===== src/rtl/csp_pkg.sv =====
`default_nettype none
package csp_pkg;

  localparam int MAX_TERMS  = 32;
  localparam int COEF_WIDTH = 32;

  localparam int FRAC_BITS = 16;
  localparam int EXP_W     = 16;
  localparam int PEXP_W    = EXP_W + 1;
  localparam int TERM_W    = 5;
  localparam int IDX_W     = $clog2(MAX_TERMS);
  localparam int DEG_MAX   = (MAX_TERMS - 1 < 31) ? MAX_TERMS - 1 : 31;

  localparam int PROD_W    = 2 * COEF_WIDTH;
  localparam int SCALED_W  = PROD_W - FRAC_BITS;
  localparam int ACC_W     = SCALED_W + TERM_W + 2;

  localparam int IN_FIELDS_W  = 4 * COEF_WIDTH + 2 * EXP_W;
  localparam int IN_TDATA_W   = ((IN_FIELDS_W + 7) / 8) * 8;
  localparam int OUT_FIELDS_W = 2 * COEF_WIDTH + PEXP_W + TERM_W;
  localparam int OUT_TDATA_W  = ((OUT_FIELDS_W + 7) / 8) * 8;

  typedef struct packed {
    logic                  valid;
    logic [COEF_WIDTH-1:0] xr;
    logic [COEF_WIDTH-1:0] xi;
    logic [COEF_WIDTH-1:0] yr;
    logic [COEF_WIDTH-1:0] yi;
  } csp_term_t;

  typedef struct packed {
    logic clear;
    logic busy;
  } csp_mac_stat_t;

endpackage
`default_nettype wire


===== src/rtl/csp_coef_store.sv =====
`default_nettype none
module csp_coef_store
  import csp_pkg::*;
(
  input  wire logic                    clk,
  input  wire logic                    rst_n,
  input  wire logic                    wr_en,
  input  wire logic [IDX_W-1:0]        wr_addr,
  input  wire logic [2*COEF_WIDTH-1:0] wr_x,
  input  wire logic [2*COEF_WIDTH-1:0] wr_y,
  input  wire logic                    rd_en,
  input  wire logic [IDX_W-1:0]        rd_addr_x,
  input  wire logic [IDX_W-1:0]        rd_addr_y,
  output csp_term_t                    term
);

  logic [2*COEF_WIDTH-1:0] x_mem [MAX_TERMS];
  logic [2*COEF_WIDTH-1:0] y_mem [MAX_TERMS];
  logic [2*COEF_WIDTH-1:0] x_rd_r;
  logic [2*COEF_WIDTH-1:0] y_rd_r;
  logic                    rd_v_r;

  always_ff @(posedge clk) begin
    if (wr_en) begin
      x_mem[wr_addr] <= wr_x;
      y_mem[wr_addr] <= wr_y;
    end
    if (rd_en) begin
      x_rd_r <= x_mem[rd_addr_x];
      y_rd_r <= y_mem[rd_addr_y];
    end
  end

  always_ff @(posedge clk) begin
    if (!rst_n) begin
      rd_v_r <= 1'b0;
    end else begin
      rd_v_r <= rd_en;
    end
  end

  assign term.valid = rd_v_r;
  assign term.xr    = x_rd_r[COEF_WIDTH-1:0];
  assign term.xi    = x_rd_r[2*COEF_WIDTH-1:COEF_WIDTH];
  assign term.yr    = y_rd_r[COEF_WIDTH-1:0];
  assign term.yi    = y_rd_r[2*COEF_WIDTH-1:COEF_WIDTH];

endmodule
`default_nettype wire


===== config.mk =====
export PLATFORM = sky130hd
export DESIGN_NAME = csp_coef_store
export DESIGN_NICKNAME = d
export VERILOG_FILES = /design/src/rtl/csp_pkg.sv /design/src/rtl/csp_coef_store.sv
export SDC_FILE = /design/constraint.sdc
export NUM_CORES = 2
export LEC_CHECK = 0
export BUFFER_PORTS_ARGS = -buffer_cell sky130_fd_sc_hd__buf_2
export CORE_MARGIN = 4
export CORE_UTILIZATION = 55
export CTS_CLUSTER_SIZE = 8
export DETAILED_ROUTE_END_ITERATION = 7
export GPL_TIMING_DRIVEN = 0
export PLACE_DENSITY = 0.83
export SYNTH_ARGS = -nofsm -noshare
export SYNTH_HDL_FRONTEND = slang
export SYNTH_SLANG_ARGS = --single-unit

===== constraint.sdc =====
create_clock -name clk -period 23.3 [get_ports clk]
set_clock_uncertainty 0.2 [all_clocks]
set_input_delay 3.495 -clock clk [delete_from_list [all_inputs] [get_ports clk]]
set_output_delay 3.495 -clock clk [all_outputs]
set_load 0.01 [all_outputs]

==> impl_metrics.toml <==
[status]
status = "finished with violations"
violations = "design-rule violations, max-capacitance violations, max-slew violations"

[critical_path]
cp.required_ns = 23.67
cp_num_buf_inv = 4
slowest_delay_ns = 0.97
worst_path_max_delay_cell = "clkbuf_1"
cpMostUsedCell = "buf_2"
setup.worst_path.end_class = "register"
critPathMaxFanout = 10
cpLargestDelayFamily = "buffers and inverters"
critical_path_class = "in -> reg"
cp-start-kind = "input port"
crit_path_cell_trace = "buf_2, buf_2, buf_2, clkbuf_1, mux4_2, mux2i_1, a221oi_1"
arrival_ns = 7.45

[synth]
ys_top_cells_by_count = "4224 x edfxtp_1, 1043 x mux4_2, 395 x mux2i_1, 115 x buf_2, 104 x clkbuf_1"
yosys.cell_types.count = 36
synthFlopType = "edfxtp_1"
synth.most_common_cell = "edfxtp_1"
synthArstFlopShare_pct = 0
ys_seq_elements = 4225
synth_edf_count = 4224
avgSynthCellArea_um2 = 24.61
synth_top_family_by_area = "multiplexers"
synth_area_um2 = 159400
synthTopCellsByArea = "edfxtp_1 80%, mux4_2 15%, mux2i_1 2.5%"
synth_compound_area_share_pct = 1.459
synth_xor_area_share_pct = 0
yosysSeqAreaShare_pct = 79.59
synth_mux_area_share_pct = 17.32
synth_adder_area_share_pct = 0
synth_top_cell_area_share_pct = 79.58
synth_top_area_cell = "edfxtp_1"
synthSimpleGateAreaFrac_pct = 0.5118
yosysWarnings = 0
synthesis.nets = 6625
synthCells = 6478

[timing]
worstMarginPinSlew_ns = 1.496
min_period_over_period_pct = 30.40
grt_setup_unrepaired = "false"
hold_ws_ns = 0.7685
setup_violations = 0
max_freq_mhz = 141.2
layout_min_cycle_time_ns = 7.083
slew_headroom_pct = -0.1222
timing.final.max_slew_violations = 1
hold_violations = 0
finalSetupTns_ns = 0

[floorplanning]
io_pins = 276
start_util_pct = 55.32
die_w_um = 546.3
core_um2 = 288100
dieArea_um2 = 298500
fp.dieH_um = 546.3
std_cell_rows = 197

[place]
hpwl_um = 279000
gp_congestion = 0.7792
io_buffer_count = 267

[global_routing]
antenna_found_initial = 73
grt_pass1_vias = 88790
grt-ovfl-total = 0
track_usage_pct = 34.41
grt_pass1_wl_um = 711600
grt_start_max_net_pins = 64

[power_and_ir_drop]
intPower_w = 0.01346
leakage_nw = 60.01
p_sw_share_pct = 22.04
switchingPower_w = 0.003806
sequentialPowerShare_pct = 49.5
p_comb_share_pct = 5.1
ir_drop_mv = 0.09620
p_clk_share_pct = 45.4
power_density_nw_per_um2 = 92.56

[clock_network]
cts_resized = 0
clkSinkCount = 4225
cts_hold_buf = 0
clockBufferDepth = 4
cts_root_buf = "clkbuf_16"
tritoncts = "done"
postCtsSetupBuffers = 0
cts_buffers = 602
clk_pin_slew_ns = 0.05
htreeDepth = 6
clk_latency_ns = 0.95

[finish]
fin_nets = 7727
syn_to_final_growth_pct = 17.05
fillers = 16510
drive_above_1_share_pct = 31.98

[drt]
antenna_left = 0
drt-initial-drc-count = 16980
vias_per_cell = 7.591
dr.pass1.iters = 7
drt-wirelength-per-cell_um = 45.11
vias = 87000
wirelength_um = 517000
drc_errors = 1

[run]
cap_violations = 2

[worst_hold_path]
hold_path.class = "reg -> reg"
[kinds of logic (layout without fill, tap and decap cells)]
| group | after synthesis | count (layout) |
|---|---|---|
| flops | 4225 | 4225 |
| buf+inv | 345 | 1503 |
| simple gates | 183 | 183 |
| other cells | 0 | 43 |
| mux | 1452 | 1452 |
| compound gates | 273 | 273 |
[per-stage QoR]
step / cells / setup slack, ns / area [um^2] / util [%] / power (W)
after floorplan: 6478 / 13.01 / 159400 / - / 0.009106
after global placement: 10530 / 4.304 / 165500 / 57.42 / 0.009451
after detailed placement: 10760 / 15.78 / 170600 / 59.20 / 0.009490
after CTS: 11420 / 16.65 / 186500 / 64.71 / 0.01722
after global routing: 11440 / 16.34 / 186500 / 64.73 / 0.01763
final: 11460 / 16.22 / 186600 / 64.75 / 0.01727
[worst reg2reg max path, stage by stage, from the launching register on]
cell and delay, ns:
edfxtp_1 0.35, mux2i_1 0.09, and3_1 0.22, o41ai_1 1.08, a211oi_1 0.24, nor4_1 0.34
[path summary, 6_finish.rpt]
kind	depth (start not counted)	slack [ns]	start	end
max	7	16.22	rd_addr_x[2]	x_rd_r[24]
min	3	0.77	x_mem[1][44]	x_rd_r[44]
max reg2reg	5	20.57	y_mem[17][5]	y_rd_r[5]
min reg2reg	3	0.77	x_mem[1][44]	x_rd_r[44]
[final cells by class]
class                   count  area [um^2]  share of cell area (%)
well taps                3781         4731                   2.536
flip-flops and latches   4225       126900                   68.00
plain buffers             344         1788                  0.9583
clock buffers             626        15470                   8.294
repair buffers            498         6223                   3.336
multi-input cells        1908        30990                   16.61
diodes                     43        107.6                 0.05767
inverters                   1        3.754                0.002012
clock inverters            34        397.9                  0.2133
[per-layer routing]
layer,track usage (%),part of all wire [%],up-vias,wire (um)
li1,-,-,30110,-
met5,0,0.047,-,245
met4,22.51,8.2,36,42360
met3,10.22,14,2522,72280
met2,55.54,49,10520,251500
met1,40.44,29,43810,150600
[flip-flops by register name, summed over array words and instances, names as in the netlist]
name    flops
x_mem    2048
rd_v_r      1
x_rd_r     64
y_rd_r     64
y_mem    2048
[placed cells by master (no fill, tap or decap), types with 6 or more instances in the layout]
cell,count
nand2_1,90
buf_2,381
edfxtp_1,4224
mux2_2,14
buf_6,8
mux2i_1,395
a221oi_1,93
buf_1,38
and2_1,6
inv_6,20
o21a_1,25
nor2_1,10
diode_2,43
buf_12,194
a22o_1,58
nor2b_1,17
buf_4,77
a32o_1,35
clkbuf_1,112
clkbuf_16,617
mux4_2,1043
a22oi_1,30
nor2_4,32
o22ai_1,8
buf_16,35
[power by group through the flow]
stage | clock network (W) | logic [W] | registers, W
final | 0.00785 | 0.000879 | 0.00854
after global routing | 0.00819 | 0.000897 | 0.00854
after CTS | 0.00782 | 0.000857 | 0.00854
after detailed placement | 0 | 0.000814 | 0.00868
after global placement | 0 | 0.000755 | 0.00870
after floorplan | 0 | 0.000423 | 0.00868
No activity file was read; power rests on OpenSTA's default activity.
